<file path="config.mk">
export PLATFORM = sky130hd
export DESIGN_NAME = nns_front
export DESIGN_NICKNAME = d
export VERILOG_FILES = /design/src/assert_macros.svh /design/src/nns_pkg.sv /design/src/nns_front.sv
export SDC_FILE = /design/constraint.sdc
export NUM_CORES = 1
export LEC_CHECK = 0
export BUFFER_PORTS_ARGS = -buffer_cell sky130_fd_sc_hd__buf_2
export CAP_MARGIN = 20
export CORE_AREA = 5 5 100 102
export DETAILED_ROUTE_END_ITERATION = 12
export DIE_AREA = 0 0 105 107
export PLACE_DENSITY = 0.69
export SYNTH_ARGS = -nofsm -noshare
export SYNTH_HDL_FRONTEND = slang
export SYNTH_SLANG_ARGS = --single-unit
</file>
<file path="constraint.sdc">
create_clock -name aclk -period 1.9 [get_ports aclk]
set_input_delay 0.38 -clock aclk [delete_from_list [all_inputs] [get_ports aclk]]
set_output_delay 0.38 -clock aclk [all_outputs]
set_load 0.03 [all_outputs]
</file>
<file path="src/assert_macros.svh">
// ----------------------------------------------------------------------------
// Assertion macros
// Clocked implication checks, disabled while reset is held.
// ----------------------------------------------------------------------------
`ifndef ASSERT_MACROS_SVH
`define ASSERT_MACROS_SVH

// Same-cycle implication.
`define CHK_IMPLY(label, ante, cons, msg) \
    label: assert property (@(posedge aclk) disable iff (!aresetn) (ante) |-> (cons)) \
        else $error(msg);

// Next-cycle implication.
`define CHK_NEXT(label, ante, cons, msg) \
    label: assert property (@(posedge aclk) disable iff (!aresetn) (ante) |=> (cons)) \
        else $error(msg);

`endif

</file>
<file path="src/nns_pkg.sv">
// ----------------------------------------------------------------------------
// Scaler package
// Shared types, constants and the helper function of the image scaler.
// ----------------------------------------------------------------------------
package nns_pkg;

    localparam int DIM_W    = 12;
    localparam int SIZE_W   = 13;
    localparam int PIX_W    = 32;
    localparam int PROD_W   = 25;
    localparam int SUM_W    = 26;
    localparam int DEN_W    = 12;
    localparam int PADDR_W  = 5;
    localparam int PDATA_W  = 32;

    localparam logic [SIZE_W-1:0] SIZE_MAX = 13'd4096;
    localparam logic [SIZE_W-1:0] DST_MIN  = 13'd2;

    localparam logic STATUS_OK        = 1'b0;
    localparam logic STATUS_TOO_SMALL = 1'b1;

    typedef enum logic [2:0] {
        REG_SRC_WIDTH  = 3'd0,
        REG_SRC_HEIGHT = 3'd1,
        REG_DST_WIDTH  = 3'd2,
        REG_DST_HEIGHT = 3'd3,
        REG_LEFT       = 3'd4,
        REG_TOP        = 3'd5,
        REG_STRIDE     = 3'd6,
        REG_WIDE       = 3'd7
    } reg_idx_t;

    typedef enum logic [0:0] {
        CMD_WRITE   = 1'b0,
        CMD_REQUEST = 1'b1
    } cmd_kind_t;

    typedef enum logic [2:0] {
        ST_IDLE,
        ST_DIV,
        ST_MUL,
        ST_READ,
        ST_OUT
    } st_t;

    typedef struct packed {
        logic [SIZE_W-1:0] src_width;
        logic [SIZE_W-1:0] src_height;
        logic [SIZE_W-1:0] dst_width;
        logic [SIZE_W-1:0] dst_height;
        logic [DIM_W-1:0]  left_offset;
        logic [DIM_W-1:0]  top_offset;
        logic [DIM_W-1:0]  row_stride;
        logic              wide_pixels;
    } cfg_t;

    typedef struct packed {
        cmd_kind_t         kind;
        logic [DIM_W-1:0]  index;
        logic [PIX_W-1:0]  pixel;
    } cmd_t;

    typedef struct packed {
        logic [PIX_W-1:0]  pixel_out;
        logic [DIM_W-1:0]  dest_x;
        logic [DIM_W-1:0]  dest_y;
        logic              row_end;
        logic              frame_end;
        logic              status;
    } res_t;

    localparam cfg_t CFG_RESET = '{
        src_width:   13'd1,
        src_height:  13'd1,
        dst_width:   13'd0,
        dst_height:  13'd0,
        left_offset: 12'd0,
        top_offset:  12'd0,
        row_stride:  12'd0,
        wide_pixels: 1'b0
    };

    localparam res_t RES_TOO_SMALL = '{
        pixel_out: 32'd0,
        dest_x:    12'd0,
        dest_y:    12'd0,
        row_end:   1'b0,
        frame_end: 1'b0,
        status:    STATUS_TOO_SMALL
    };

    // Size minus one with zero taken as one and oversized values capped.
    function automatic logic [DIM_W-1:0] size_m1(input logic [SIZE_W-1:0] v);
        logic [DIM_W-1:0] r;
        if (v == '0) begin
            r = '0;
        end else if (v > SIZE_MAX) begin
            r = '1;
        end else begin
            r = DIM_W'(v - 13'd1);
        end
        return r;
    endfunction

endpackage

</file>
<file path="src/nns_front.sv">
// ----------------------------------------------------------------------------
// Scaler front end
// Accepts input beats, tags them as store writes or pixel requests and
// holds them in a two-entry queue for the back end.
// ----------------------------------------------------------------------------
module nns_front (
    input  logic                         aclk,
    input  logic                         aresetn,
    input  logic                         s_tvalid,
    output logic                         s_tready,
    input  logic                         req_type,
    input  logic [nns_pkg::DIM_W-1:0]    write_index,
    input  logic [nns_pkg::PIX_W-1:0]    write_pixel,
    output logic                         q_valid,
    output nns_pkg::cmd_t                q_entry,
    input  logic                         q_pop
);

    nns_pkg::cmd_t slot_reg [2];
    logic          wr_ptr_reg, wr_ptr_next;
    logic          rd_ptr_reg, rd_ptr_next;
    logic [1:0]    count_reg, count_next;
    logic          push;
    nns_pkg::cmd_t cmd_in;

    assign s_tready = (count_reg != 2'd2);
    assign q_valid  = (count_reg != 2'd0);
    assign q_entry  = slot_reg[rd_ptr_reg];
    assign push     = s_tvalid && s_tready;

    always_comb begin
        cmd_in.kind  = req_type ? nns_pkg::CMD_REQUEST : nns_pkg::CMD_WRITE;
        cmd_in.index = write_index;
        cmd_in.pixel = write_pixel;
    end

    always_comb begin
        wr_ptr_next = push ? !wr_ptr_reg : wr_ptr_reg;
        rd_ptr_next = q_pop ? !rd_ptr_reg : rd_ptr_reg;
        count_next  = count_reg;
        if (push && !q_pop) begin
            count_next = count_reg + 2'd1;
        end else if (!push && q_pop) begin
            count_next = count_reg - 2'd1;
        end
    end

    always_ff @(posedge aclk) begin
        if (!aresetn) begin
            wr_ptr_reg <= 1'b0;
            rd_ptr_reg <= 1'b0;
            count_reg  <= 2'd0;
        end else begin
            wr_ptr_reg <= wr_ptr_next;
            rd_ptr_reg <= rd_ptr_next;
            count_reg  <= count_next;
        end
    end

    always_ff @(posedge aclk) begin
        if (push) begin
            slot_reg[wr_ptr_reg] <= cmd_in;
        end
    end

endmodule

</file>
### Yosys cells after proc, flatten, opt, wreduce, memory -nomap -nowiden

Memory sizes are Yosys's and may differ from the RTL's. A register that Yosys moved wholly into a read port is not among the register bits.
Cells that the tools add are included.

| storage, ports and cells | value |
|---|---|
| bits in registers | 4 |
| output and inout bits | 47 |
| memories | 1 |
| bits of input ports | 49 |
| bits in writable memories | 90 |
| logic and storage cells | 23 |

| operators by class | value |
|---|---|
| reduce and logical (&&, ||, !) cells | 9 |
| equality and inequality tests | 1 |
| muxes and demuxes | 7 |
| add/sub/neg operators | 2 |

Memory list:

| name | depth | width | rd ports | clocked after Yosys merged registers in | write ports | RTL line | RTL |
|---|---|---|---|---|---|---|---|
| slot_reg | 2 | 45 | 1 | 1 | 1 | nns_front.sv:19 | `nns_pkg::cmd_t slot_reg [2];` |

Operators by type and width:

| operator | number |
|---|---|
| 1-bit two-way mux | 5 |
| 1-bit logical NOT | 4 |
| 2-bit two-way mux | 2 |
| 2-bit nonzero test | 2 |
| 1-bit logical AND | 3 |
| 2-bit by 1-bit adder with 2-bit output (second input constant) | 1 |
| 2-bit inequality test (second input constant) | 1 |
| 2-bit by 1-bit subtractor with 2-bit output (second input constant) | 1 |

### Depth between registers and ports, before layout

| logic depth | value |
|---|---|
| depth after elaboration | 6 |
| depth in mapped cells | 6 |
| depth with buffers taken out | 6 |

### Worst setup path before layout

Ideal clock, no wire load.

| timing | value |
|---|---|
| kind | register to register |
| start | register count_reg[0] |
| end | memory slot_reg[1][0] (netlist bit), enable pin |
| data arrival time | 1732 ps |
| period minus slack after synthesis | 2139 ps |
| buffers on the path | 0 |
| stages on the path, launching flop included | 3 |
| slack | -239 ps |
| required time | 1493 ps |
| setup time | 407 ps |
| path through | dfxtp_1 nand2b_4 and3_1 |

| between the ends | value |
|---|---|
| longest elaborated chain between the ends | 4 |

Ends and longest elaborated chain:

| element | RTL line | RTL |
|---|---|---|
| from (decl) | nns_front.sv:22 | `logic [1:0] count_reg, count_next;` |
| from (signal assigned) | nns_front.sv:56 | `count_reg <= count_next;` |
| 2-bit inequality test | nns_front.sv:26 | `assign s_tready = (count_reg != 2'd2);` |
| via s_tready | nns_front.sv:10 | `output logic s_tready,` |
| 1-bit logical AND | nns_front.sv:29 | `assign push = s_tvalid && s_tready;` |
| 1-bit two-way mux | nns_front.sv:61 | `if (push) begin` |
| 1-bit two-way mux (not written as such) | nns_front.sv:62 | `slot_reg[wr_ptr_reg] <= cmd_in;` |
| to (decl) | nns_front.sv:19 |  |

The timed path passes the listed nets, and every way through them passes these cells.

==> out/results.ini <==
[logic_synthesis]
synth_area_sq_um=3500
synth-seq-area-share=0.801
synth_cell_types=19
ys_ff_latch=95
syn-num-nets=214
yosysWarnings=0
syn_inst=164
avgSynthCellArea_sq_um=21.3

[floorplan]
core_sq_um=9020
pin_count=96
die_area_sq_um=11200
rows=35
die_w_um=105
start_util=0.388
die_h_um=107

[global_route]
grt_usage=0.119
antenna_found_initial=0
grt_remaining_overflow=0
grt_pass1_wl_mm=10.4
grt_pass1_vias=2069
grt_start_max_net_pins=46

[sta]
fmax_mhz=538
final.setup.worst_slack_ns=0.0413
fin_crit_ns=1.86
tightest_slew_ns=0.286
slew_violations=0
relSlewSlack=0.810
rsz0062_at_grt=true
timing.hold.ws_ns=0.215
min_period_over_period=0.978
setup_violations=0
final_hold_viol_count=0
skew_ns=0.0148

[cells_and_area]
largest_reg_flops=90
drive_gt1_frac=0.602
antenna_cells=0
area_delta_synth_final_pct=25.4
design_area_sq_um=4390
nNetsFinal=319

[pwr]
intPower_mw=3.64
ir_worst_vdd_mv=0.511
switching_share=0.274
power_mw=5.01
power.switching_mw=1.37
pwr-share-clk=0.287
powerDensity_nw_per_um2=1140
pwr-share-seq=0.516
combinationalPowerShare=0.196
p_leak_nw=1.63

[route]
drtIter0Drc=73
drc_errors=0
vias=1788
postRouteAntennaNets=0
detail_route.vias_per_cell=4.64
dr.pass1.iters=4
routed_wl_mm=6.42
routedWlPerCell_um=16.7

[worst_setup_path]
start_kind=register
regToRegSetupSlack_ns=0.36
crit_type=reg2out
rr_startpoint=count_reg[0]$_SDFFE_PN0P_
r2r_end=count_reg[1]$_SDFFE_PN0P_
crit_path_max_incr_delay_ns=0.40
arrival_ns=1.48
end_kind=output pin
reg2regPathDepth=5
cp_max_fo=23
cp_cell_sequence=buf_12 > mux2_2 > buf_4
worstPathRequired_ns=1.52
crit_path_top_delay_cell=dfxtp_4

[place]
portBuffers=95
dp_hpwl_mm=3.99
dp_slack_ns=0.350
place_congestion=0.639
placed_cell_area_sq_um=4130

[hold_path]
min_to=slot_reg[0][3]$_DFFE_PP_
min_path_type=in2reg
hold_path_depth=1
hp-start=write_pixel[3]

[clock_tree]
htree_levels=3
numCtsBuffers=9
insertion_delay_ns=0.35
clk_pin_slew_ns=0.10
hold_buffers=0
cts_tree=done
clockRootBuffer=clkbuf_8
clockBufferDepth=2
post-cts-setup-buffer-count=0
cts_sinks=95

[job]
drv_cap=0

[status]
outcome=finished, final reports clean

-- placed cells by master (no fill, tap or decap), drive strengths merged --
| cell type | netlist | routed |
|---|---|---|
| nand2b | 1 | 1 |
| or3 | 1 | 1 |
| xnor2 | 1 | 1 |
| mux2 | 45 | 45 |
| and3 | 1 | 1 |
| bufinv | 0 | 2 |
| edfxtp | 90 | 90 |
| nand3b | 1 | 1 |
| a21boi | 2 | 2 |
| clkinv | 0 | 2 |
| inv | 2 | 2 |
| a21bo | 1 | 1 |
| buf | 5 | 99 |
| and2 | 4 | 4 |
| o21ai | 1 | 1 |
| clkbuf | 0 | 9 |
| clkinvlp | 0 | 3 |
| or2 | 1 | 1 |
| ha | 1 | 1 |
| xor2 | 2 | 2 |
| dfxtp | 5 | 5 |
-- through the flow --
step           setup TNS, ns  std cells  utilization
6_report                   0        385        0.487
5_1_grt               -0.502        385        0.487
4_1_cts             -0.00718        385        0.487
3_5_place_dp               0        368        0.458
3_3_place_gp               0        368        0.458
2_1_floorplan              0        164            -
-- worst max-delay path, delay by kind of cell, from the launching register on --
kind	cells	cell delay [ns]
buffers and inverters	2	0.36
muxes	1	0.37
DFF	1	0.40
-- worst max-delay path by stage --
stage	start	end	slack (ns)	depth (start not counted)
6_report	register	q_entry[42]	0.04	3
5_1_grt	register	q_entry[42]	-0.03	3
4_1_cts	register	q_entry[10]	-0.004	3
3_5_place_dp	register	q_entry[10]	0.35	3
3_3_place_gp	register	q_entry[10]	0.35	3
2_1_floorplan	count_reg[0]$_SDFFE_PN0P_	slot_reg[0][0]$_DFFE_PP_	0.18	3
-- power by group through the flow --
stage	sequential [mW]	combinational, mW	clock [mW]
floorplan	2.62	0.685	0
global placement	2.62	0.974	0
detailed placement	2.64	0.984	0
CTS	2.59	1.01	1.50
global route	2.61	1.06	1.59
finish	2.59	0.984	1.44
-- logic make-up (layout without fill, tap and decap cells) --
group,Yosys count,in the layout,synth area share
fa+ha+maj,1,1,0.00357
flops,95,95,0.801
buf+inv,7,117,0.0164
simple gates,9,9,0.0186
xor+xnor,3,3,0.00751
mux,45,45,0.145
compound gates,4,4,0.00858
-- synthesized netlist by cell type (all sizes together) --
library cell | n | area share
or3 | 1 | 0.0018
and2 | 4 | 0.0071
o21ai | 1 | 0.0014
nand2b | 1 | 0.0039
a21boi | 2 | 0.0043
ha | 1 | 0.0036
inv | 2 | 0.0021
xor2 | 2 | 0.0050
nand3b | 1 | 0.0021
buf | 5 | 0.014
xnor2 | 1 | 0.0025
edfxtp | 90 | 0.77
or2 | 1 | 0.0018
a21bo | 1 | 0.0029
and3 | 1 | 0.0018
dfxtp | 5 | 0.029
mux2 | 45 | 0.14
-- per-layer routing --
layer  vias up  share of wire  GRT usage
met3         4          0.059     0.0427
met1       883           0.40      0.135
met2        53           0.54      0.210
met4         0         0.0056     0.0384
met5         -              0          0
li1        848              -          -
-- area by class of cell --
cell class | instances | area (sq um)
clock buffer | 9 | 124
multi-input combinational | 62 | 642
tap | 111 | 139
inverter | 2 | 11.3
timing repair buffer | 99 | 573
fill | 783 | 4630
clock inverter | 7 | 96.3
sequential | 95 | 2810
-- what timing repair did --
| action | CTS | global route |
|---|---|---|
| gates cloned | 1 | 0 |
| resized for setup | 6 | 0 |
| endpoints found under the setup margin | 45 | 36 |
No activity file was read; power rests on OpenSTA's default activity.
