<file path="config.mk">
export PLATFORM = sky130hd
export DESIGN_NAME = nns_regs
export DESIGN_NICKNAME = d
export VERILOG_FILES = /design/src/assert_macros.svh /design/src/nns_pkg.sv /design/src/nns_regs.sv
export SDC_FILE = /design/constraint.sdc
export NUM_CORES = 1
export LEC_CHECK = 0
export BUFFER_PORTS_ARGS = -buffer_cell sky130_fd_sc_hd__buf_4
export CORE_UTILIZATION = 23
export DETAILED_ROUTE_END_ITERATION = 8
export PLACE_DENSITY_LB_ADDON = 0.1
export SETUP_SLACK_MARGIN = 0.02
export SLEW_MARGIN = 30
export SYNTH_ARGS = -nofsm -noshare
export SYNTH_HDL_FRONTEND = slang
export SYNTH_SLANG_ARGS = --single-unit
</file>
<file path="constraint.sdc">
create_clock -name aclk -period 2.5 [get_ports aclk]
set_input_delay 0.375 -clock aclk [delete_from_list [all_inputs] [get_ports aclk]]
set_output_delay 0.375 -clock aclk [all_outputs]
set_load 0.05 [all_outputs]
</file>
<file path="src/assert_macros.svh">
// ----------------------------------------------------------------------------
// Assertion macros
// Clocked implication checks, disabled while reset is held.
// ----------------------------------------------------------------------------
`ifndef ASSERT_MACROS_SVH
`define ASSERT_MACROS_SVH

// Same-cycle implication.
`define CHK_IMPLY(label, ante, cons, msg) \
    label: assert property (@(posedge aclk) disable iff (!aresetn) (ante) |-> (cons)) \
        else $error(msg);

// Next-cycle implication.
`define CHK_NEXT(label, ante, cons, msg) \
    label: assert property (@(posedge aclk) disable iff (!aresetn) (ante) |=> (cons)) \
        else $error(msg);

`endif

</file>
<file path="src/nns_pkg.sv">
// ----------------------------------------------------------------------------
// Scaler package
// Shared types, constants and the helper function of the image scaler.
// ----------------------------------------------------------------------------
package nns_pkg;

    localparam int DIM_W    = 12;
    localparam int SIZE_W   = 13;
    localparam int PIX_W    = 32;
    localparam int PROD_W   = 25;
    localparam int SUM_W    = 26;
    localparam int DEN_W    = 12;
    localparam int PADDR_W  = 5;
    localparam int PDATA_W  = 32;

    localparam logic [SIZE_W-1:0] SIZE_MAX = 13'd4096;
    localparam logic [SIZE_W-1:0] DST_MIN  = 13'd2;

    localparam logic STATUS_OK        = 1'b0;
    localparam logic STATUS_TOO_SMALL = 1'b1;

    typedef enum logic [2:0] {
        REG_SRC_WIDTH  = 3'd0,
        REG_SRC_HEIGHT = 3'd1,
        REG_DST_WIDTH  = 3'd2,
        REG_DST_HEIGHT = 3'd3,
        REG_LEFT       = 3'd4,
        REG_TOP        = 3'd5,
        REG_STRIDE     = 3'd6,
        REG_WIDE       = 3'd7
    } reg_idx_t;

    typedef enum logic [0:0] {
        CMD_WRITE   = 1'b0,
        CMD_REQUEST = 1'b1
    } cmd_kind_t;

    typedef enum logic [2:0] {
        ST_IDLE,
        ST_DIV,
        ST_MUL,
        ST_READ,
        ST_OUT
    } st_t;

    typedef struct packed {
        logic [SIZE_W-1:0] src_width;
        logic [SIZE_W-1:0] src_height;
        logic [SIZE_W-1:0] dst_width;
        logic [SIZE_W-1:0] dst_height;
        logic [DIM_W-1:0]  left_offset;
        logic [DIM_W-1:0]  top_offset;
        logic [DIM_W-1:0]  row_stride;
        logic              wide_pixels;
    } cfg_t;

    typedef struct packed {
        cmd_kind_t         kind;
        logic [DIM_W-1:0]  index;
        logic [PIX_W-1:0]  pixel;
    } cmd_t;

    typedef struct packed {
        logic [PIX_W-1:0]  pixel_out;
        logic [DIM_W-1:0]  dest_x;
        logic [DIM_W-1:0]  dest_y;
        logic              row_end;
        logic              frame_end;
        logic              status;
    } res_t;

    localparam cfg_t CFG_RESET = '{
        src_width:   13'd1,
        src_height:  13'd1,
        dst_width:   13'd0,
        dst_height:  13'd0,
        left_offset: 12'd0,
        top_offset:  12'd0,
        row_stride:  12'd0,
        wide_pixels: 1'b0
    };

    localparam res_t RES_TOO_SMALL = '{
        pixel_out: 32'd0,
        dest_x:    12'd0,
        dest_y:    12'd0,
        row_end:   1'b0,
        frame_end: 1'b0,
        status:    STATUS_TOO_SMALL
    };

    // Size minus one with zero taken as one and oversized values capped.
    function automatic logic [DIM_W-1:0] size_m1(input logic [SIZE_W-1:0] v);
        logic [DIM_W-1:0] r;
        if (v == '0) begin
            r = '0;
        end else if (v > SIZE_MAX) begin
            r = '1;
        end else begin
            r = DIM_W'(v - 13'd1);
        end
        return r;
    endfunction

endpackage

</file>
<file path="src/nns_regs.sv">
// ----------------------------------------------------------------------------
// Scaler configuration registers
// APB register file holding the source region and destination geometry.
// ----------------------------------------------------------------------------
module nns_regs (
    input  logic                          aclk,
    input  logic                          aresetn,
    input  logic                          psel,
    input  logic                          penable,
    input  logic                          pwrite,
    input  logic [nns_pkg::PADDR_W-1:0]   paddr,
    input  logic [nns_pkg::PDATA_W-1:0]   pwdata,
    output logic [nns_pkg::PDATA_W-1:0]   prdata,
    output logic                          pready,
    output nns_pkg::cfg_t                 cfg
);

    nns_pkg::cfg_t     cfg_reg;
    nns_pkg::reg_idx_t idx;
    logic              wr_en;

    assign pready = 1'b1;
    assign wr_en  = psel && penable && pwrite;
    assign idx    = nns_pkg::reg_idx_t'(paddr[nns_pkg::PADDR_W-1:2]);
    assign cfg    = cfg_reg;

    always_ff @(posedge aclk) begin
        if (!aresetn) begin
            cfg_reg <= nns_pkg::CFG_RESET;
        end else if (wr_en) begin
            unique case (idx)
                nns_pkg::REG_SRC_WIDTH:  cfg_reg.src_width   <= pwdata[nns_pkg::SIZE_W-1:0];
                nns_pkg::REG_SRC_HEIGHT: cfg_reg.src_height  <= pwdata[nns_pkg::SIZE_W-1:0];
                nns_pkg::REG_DST_WIDTH:  cfg_reg.dst_width   <= pwdata[nns_pkg::SIZE_W-1:0];
                nns_pkg::REG_DST_HEIGHT: cfg_reg.dst_height  <= pwdata[nns_pkg::SIZE_W-1:0];
                nns_pkg::REG_LEFT:       cfg_reg.left_offset <= pwdata[nns_pkg::DIM_W-1:0];
                nns_pkg::REG_TOP:        cfg_reg.top_offset  <= pwdata[nns_pkg::DIM_W-1:0];
                nns_pkg::REG_STRIDE:     cfg_reg.row_stride  <= pwdata[nns_pkg::DIM_W-1:0];
                nns_pkg::REG_WIDE:       cfg_reg.wide_pixels <= pwdata[0];
            endcase
        end
    end

    always_comb begin
        unique case (idx)
            nns_pkg::REG_SRC_WIDTH:  prdata = nns_pkg::PDATA_W'(cfg_reg.src_width);
            nns_pkg::REG_SRC_HEIGHT: prdata = nns_pkg::PDATA_W'(cfg_reg.src_height);
            nns_pkg::REG_DST_WIDTH:  prdata = nns_pkg::PDATA_W'(cfg_reg.dst_width);
            nns_pkg::REG_DST_HEIGHT: prdata = nns_pkg::PDATA_W'(cfg_reg.dst_height);
            nns_pkg::REG_LEFT:       prdata = nns_pkg::PDATA_W'(cfg_reg.left_offset);
            nns_pkg::REG_TOP:        prdata = nns_pkg::PDATA_W'(cfg_reg.top_offset);
            nns_pkg::REG_STRIDE:     prdata = nns_pkg::PDATA_W'(cfg_reg.row_stride);
            nns_pkg::REG_WIDE:       prdata = nns_pkg::PDATA_W'(cfg_reg.wide_pixels);
        endcase
    end

endmodule

</file>
==> After elaboration in Yosys (flattened, before gate mapping) <==
Cells that the tools add are included.
{ "totals": {"mem_count": 0, "ramBits": 0, "inputBits": 42, "rom_bits": 0, "latchBits": 0, "output_inout_bits": 122, "ff_bits": 89} }
{ "op_classes": {"eq_ne": 7, "mul": 0, "order_cmp": 0, "add_sub_neg": 0, "shifts": 0, "n_mux": 1, "div_mod_pow": 0, "reduce_logical": 11, "bitwise_logic": 0} }
{ "ops": {"columns": ["cell", "count"], "rows": [
  ["case mux 32 bit (8 select lines)", 1],
  ["AND reduction 2 bit", 8],
  ["== test 3 bit (second input constant)", 4],
  ["== test 3 x 2 -> 1 bit (second input constant)", 2],
  ["== test 3 x 1 -> 1 bit (second input constant)", 1],
  ["zero test 3 bit", 1],
  ["logical AND 1 bit", 2]
]} }

==> Longest topological paths before layout <==
Gate-level depths: netlist of run 1.
{ "depth": {"ltp_word": 3, "depth_mapped": 6} }

==> Worst setup path before layout of run 1 <==
No wires, ideal clock.
{ "synth_path": {"path_kind": "input to output", "start": "input port paddr[3] in the netlist's numbering", "end": "output port prdata[12] in the netlist's numbering", "required_time_ps": 2125, "stages": 4, "t_arrival_ps": 1744, "setup_slack_ps": 381, "cell_sequence": "clkbuf_1 > buf_2 > mux4_2 > nor2b_1"} }
{ "synth_via": {"elab_chain_len": 2} }
{ "synth_lines": {"columns": ["element", "line", "source"], "rows": [
  ["start, declared", "nns_regs.sv:11", "input logic [nns_pkg::PADDR_W-1:0] paddr,"],
  ["== test 3 bit (tied with other cells)", "nns_regs.sv:45", "unique case (idx)"],
  ["case mux 32 bit (8 select lines) (*)", "nns_regs.sv:45", null],
  ["end, declared", "nns_regs.sv:13", "output logic [nns_pkg::PDATA_W-1:0] prdata,"]
]} }
Every way passes the cells marked *; elsewhere a longest branch is shown, timed or not. The select of a mux whose other input is x is not followed.

==> Worst setup path in the final report of run 1 <==
{ "layout_path": {"start": "input port paddr[3] in the netlist's numbering", "end": "output port prdata[7] in the netlist's numbering"} }
Same word-level chain as after synthesis.

==> results.toml, run 1 <==
[drt]
dr.first_iter.drc_count = 166
viasPerCell = 4.47
routedWlPerCell_um = 18.2
ant_nets = 0
firstDrtPassIters = 4
routed_wl_mm = 14.5
drc = 0
vias = 3568

[grt]
antenna_found_initial = 0
grt_start_max_net_pins = 34
grt_pass1_vias = 3520
grt_pass1_wl_mm = 21.6
track_usage_pct = 15.8
grt.overflow.total = 0

[cts]
clockRootBuffer = "clkbuf_16"
cts_resized = 0
cts_setup_buffers = 0
cts_tree = "done"
clkLatencyLatePin_ns = 0.35
postCtsHoldBufs = 0
htreeDepth = 3
numClockSinks = 89
cts_made_buffers = 9
clk_pin_slew_ns = 0.06
clock_path_buffers = 2

[setup_path]
critical_path_required_ns = 2.12
cp-end-kind = "primary output"
startpoint_type = "primary input"
critPathKind = "primary input to primary output"
crit_fanout = 26
cp.arrival_ns = 1.86

[floorplanning]
fp.dieArea_sq_um = 18900
die_h_um = 137
core_sq_um = 18000
start_util_pct = 23.5
die_w_um = 137
io_pins = 164
rows = 49

[synth]
synth-xor-area-share_pct = 0
synth_compound_area_share_pct = 8.49
yosys.area_share.adder_pct = 0
synth_area_per_cell_sq_um = 9.53
syn_inst = 442
synth_top_family_by_area = "multiplexers"
yosysSeqAreaShare_pct = 42.3
syn_area_sq_um = 4210
yosys.area_share.simple_pct = 15.0
synth_cell_types = 32
synth.area.mux_share_pct = 25.7
synth-seq-cells = 89
yosysWarningCount = 0

[outcome]
status = "complete, no violations"

[sta]
setup_violations = 0
rsz0062_at_grt = "false"
tns_ns = 0
tightest_slew_ns = 0.617
slew_violations = 0
min_period_over_period_pct = 89.3
finalHoldViolCount = 0
clock_skew_ns = 0
fin_crit_ns = 2.23
relSlewSlack_pct = 58.8
fmax_ghz = 0.448

[run]
cap_violations = 0

[place]
placed_area_sq_um = 5430
place.gp.congestion = 0.750
dp_hpwl_mm = 10.2
portBuffers = 122

[layout]
largest_register_ffs = 89
antenna_cells = 0
design_area_sq_um = 5690
final_cell_mix = "145 x buf_4, 108 x nand2_1, 106 x mux2i_1, 89 x dfxtp_1, 20 x conb_1"
final_nets = 607
layout_commonest_cell = "buf_4"
synthToLayoutAreaGrowth_pct = 35.0
layout-drive-gt1-share_pct = 31.3

[pwr]
leakagePower_nw = 2.46
max-vdd-ir-drop_mv = 0.338
power_density_nw_per_um2 = 551
finalPower_mw = 3.13

[hold_path]
hold_class = "primary input to flop"
[worst max-delay path, stage by stage]
cell and delay [ns]:
buf_4 0.23, nand2b_1 0.48, o221ai_1 0.33, o221a_2 0.22, buf_4 0.19
[synthesized netlist by cell type (all sizes together)]
| library cell | count | area, sq um |
|---|---|---|
| a211oi | 2 | 15.0 |
| a21boi | 2 | 15.0 |
| a221oi | 2 | 17.5 |
| a2bb2oi | 7 | 61.3 |
| and2 | 2 | 12.5 |
| buf | 38 | 254 |
| clkbuf | 17 | 63.8 |
| conb | 2 | 7.51 |
| dfxtp | 89 | 1780 |
| inv | 9 | 33.8 |
| mux2i | 106 | 1060 |
| mux4 | 1 | 22.5 |
| nand2 | 108 | 405 |
| nand2b | 6 | 37.5 |
| nand3b | 4 | 30.0 |
| nand4 | 1 | 12.5 |
| nand4b | 1 | 23.8 |
| nor2 | 6 | 27.5 |
| nor2b | 5 | 31.3 |
| nor3b | 3 | 22.5 |
| o211ai | 1 | 7.51 |
| o221a | 7 | 78.8 |
| o221ai | 7 | 61.3 |
| o22ai | 3 | 18.8 |
| o2bb2ai | 2 | 17.5 |
| o31ai | 2 | 15.0 |
| o32a | 5 | 50.1 |
| or3 | 3 | 18.8 |
| or3b | 1 | 8.76 |
[per-stage QoR]
| stage | hold WS, ns | util [%] | worst slack, ns | std cells |
|---|---|---|---|---|
| 2_1_floorplan | 0.545 | - | 0.381 | 460 |
| 3_3_place_gp | 0.461 | 30.2 | 0.240 | 783 |
| 3_5_place_dp | 0.465 | 30.2 | 0.248 | 783 |
| 4_1_cts | 0.305 | 31.7 | 0.244 | 798 |
| 5_1_grt | 0.335 | 31.7 | 0.169 | 798 |
| 6_report | 0.311 | 31.7 | 0.267 | 798 |
[final cells by class]
class	count	area [sq um]
well taps	229	287
repair buffers	149	1170
multi-input cells	307	2150
flip-flops and latches	89	1780
inverters	9	33.8
clock buffers	12	246
fillers	1908	12300
clock inverters	3	17.5
[cell families after synthesis]
logic type | after synthesis
muxes | 107
other | 2
AOI/OAI and AO/OA | 40
DFF | 89
buffers and inverters | 64
and+or+nand+nor | 140
[worst paths after layout]
| kind | start | end | slack, ns | cells after the start |
|---|---|---|---|---|
| worst min register to register | cfg[32]$_SDFFE_PN0P_ | cfg[32]$_SDFFE_PN0P_ | 0.47 | 2 |
| worst min-delay path | pwdata[0] | cfg[63]$_SDFFE_PN1P_ | 0.31 | 3 |
| worst max register to register | cfg[87]$_SDFFE_PN0P_ | cfg[87]$_SDFFE_PN0P_ | 1.85 | 2 |
| worst max-delay path | paddr[3] | prdata[7] | 0.27 | 5 |
[layer usage]
| layer | routed length (um) | part of all wire [%] | up-vias | GRT usage (%) |
|---|---|---|---|---|
| li1 | - | - | 1739 | - |
| met1 | 6960 | 48 | 1695 | 21.0 |
| met2 | 6420 | 44 | 121 | 24.8 |
| met3 | 954 | 6.6 | 13 | 4.67 |
| met4 | 158 | 1.1 | 0 | 4.40 |
| met5 | 0 | 0 | - | 0 |
[power by group]
group	switching [mW]	leakage, nW	internal [mW]	total, mW
Combinational	0.297	1.61	0.122	0.419
Clock	0.584	0.128	0.694	1.28
Sequential	0.00955	0.717	1.43	1.44
Total	0.891	2.46	2.24	3.13
(Power assumes the default switching activity.)
==> run 2, diff against run 1 <==
==> constraint.sdc (replaced) <==
create_clock -name aclk -period 2.9 [get_ports aclk]
set_input_delay 0.435 -clock aclk [delete_from_list [all_inputs] [get_ports aclk]]
set_output_delay 0.435 -clock aclk [all_outputs]
set_load 0.05 [all_outputs]
==> results.toml, run 2 (synthesized netlist as in run 1, its figures left out) <==
[setup_path]
critical_path_required_ns = 2.47
critPathKind = "primary input to primary output"
startpoint_type = "primary input"
crit_fanout = 26
cp_slowest_stage_delay_ns = 0.49
path_cells = "buf_4 > nand2b_1 > o2bb2ai_1 > o32a_1 > buf_4"
crit_path_top_delay_cell = "nand2b_1"
crit_path_frequent_cell = "buf_4"
cp.arrival_ns = 2.06
cp-end-kind = "primary output"

[cts]
cts_made_buffers = 9
cts_tree = "done"
clk_pin_slew_ns = 0.06
cts_resized = 0
clockRootBuffer = "clkbuf_16"
htreeDepth = 3
cts_setup_buffers = 0
clock_path_buffers = 2
clkLatencyLatePin_ns = 0.34
numClockSinks = 89
postCtsHoldBufs = 0

[drt]
vias = 3549
routedWlPerCell_um = 18.3
firstDrtPassIters = 6
ant_nets = 0
dr.first_iter.drc_count = 155
viasPerCell = 4.49
routed_wl_mm = 14.5
drc = 0

[grt]
antenna_found_initial = 0
grt_pass1_wl_mm = 21.5
grt_pass1_vias = 3551
grt.overflow.total = 0
grt_start_max_net_pins = 50
track_usage_pct = 15.7

[layout]
final_nets = 598
design_area_sq_um = 5660
largest_register_ffs = 89
layout_commonest_cell = "buf_4"
fillers = 1889
synthToLayoutAreaGrowth_pct = 34.4
antenna_cells = 0
layoutNonFillerInstCount = 790
layout-drive-gt1-share_pct = 30.7
final_cell_mix = "138 x buf_4, 108 x nand2_1, 106 x mux2i_1, 89 x dfxtp_1, 20 x conb_1"

[sta]
min_period_over_period_pct = 86.2
clock_skew_ns = 0
fmax_ghz = 0.400
setup_violations = 0
finalHoldViolCount = 0
fin_crit_ns = 2.50
slew_violations = 0
tns_ns = 0
relSlewSlack_pct = 50.9
tightest_slew_ns = 0.736
hold_slack_ns = 0.370
rsz0062_at_grt = "false"

[place]
place.gp.congestion = 0.736
placed_area_sq_um = 5330
placed_cells = 774
dp_hpwl_mm = 9.97
portBuffers = 122

[floorplanning]
die_h_um = 137
io_pins = 164
die_w_um = 137
start_util_pct = 23.5
fp.dieArea_sq_um = 18900
core_sq_um = 18000
rows = 49

[pwr]
max-vdd-ir-drop_mv = 0.310
finalPower_mw = 2.90
leakagePower_nw = 2.44
power_density_nw_per_um2 = 511

[run]
cap_violations = 0

[outcome]
status = "complete, no violations"

[hold_path]
hold_class = "primary input to flop"
[run 2: stage by stage]
stage                     setup WS, ns  utilization [%]
final                            0.401             31.5
after CTS                        0.389             31.5
after detailed placement         0.404             29.7
after global placement           0.409             29.7
after floorplan                  0.661                -
after global routing             0.336             31.5
[run 2: power by group]
group          internal (mW)  switching (mW)
logic                 0.0969           0.255
registers               1.23         0.00804
clock network          0.800           0.505
total                   2.13           0.768
[run 2: worst paths after layout]
kind                        startpoint                   end  slack, ns  depth (start not counted)
setup / recovery              paddr[3]             prdata[4]       0.40                          5
hold / removal               pwdata[0]  cfg[63]$_SDFFE_PN1P_       0.37                          3
hold reg to reg   cfg[51]$_SDFFE_PN0P_  cfg[51]$_SDFFE_PN0P_       0.47                          2
setup reg to reg  cfg[86]$_SDFFE_PN0P_  cfg[86]$_SDFFE_PN0P_       2.24                          2
[run 2: final cells by class]
type                       instances  area [sq um]  area share [%]
inverter                           9          33.8           0.597
multi-input combinational        307          2150            38.0
sequential                        89          1780            31.5
clock inverter                     5          77.6            1.37
tap                              229           287            5.06
timing repair buffer             140          1080            19.0
clock buffer                      11           253            4.46
[run 2: worst max-delay path, delay by kind of cell]
kind,cells,cell delay [ns]
compound gates,2,0.56
simple gates,1,0.49
buf+inv,2,0.56
[run 2: per-layer routing]
| layer | vias up | part of all wire [%] | GRT usage [%] |
|---|---|---|---|
| met5 | - | 0 | 0 |
| met4 | 0 | 1.1 | 5.13 |
| met3 | 12 | 7.0 | 4.75 |
| met2 | 105 | 46 | 24.6 |
| met1 | 1720 | 46 | 20.5 |
| li1 | 1712 | - | - |
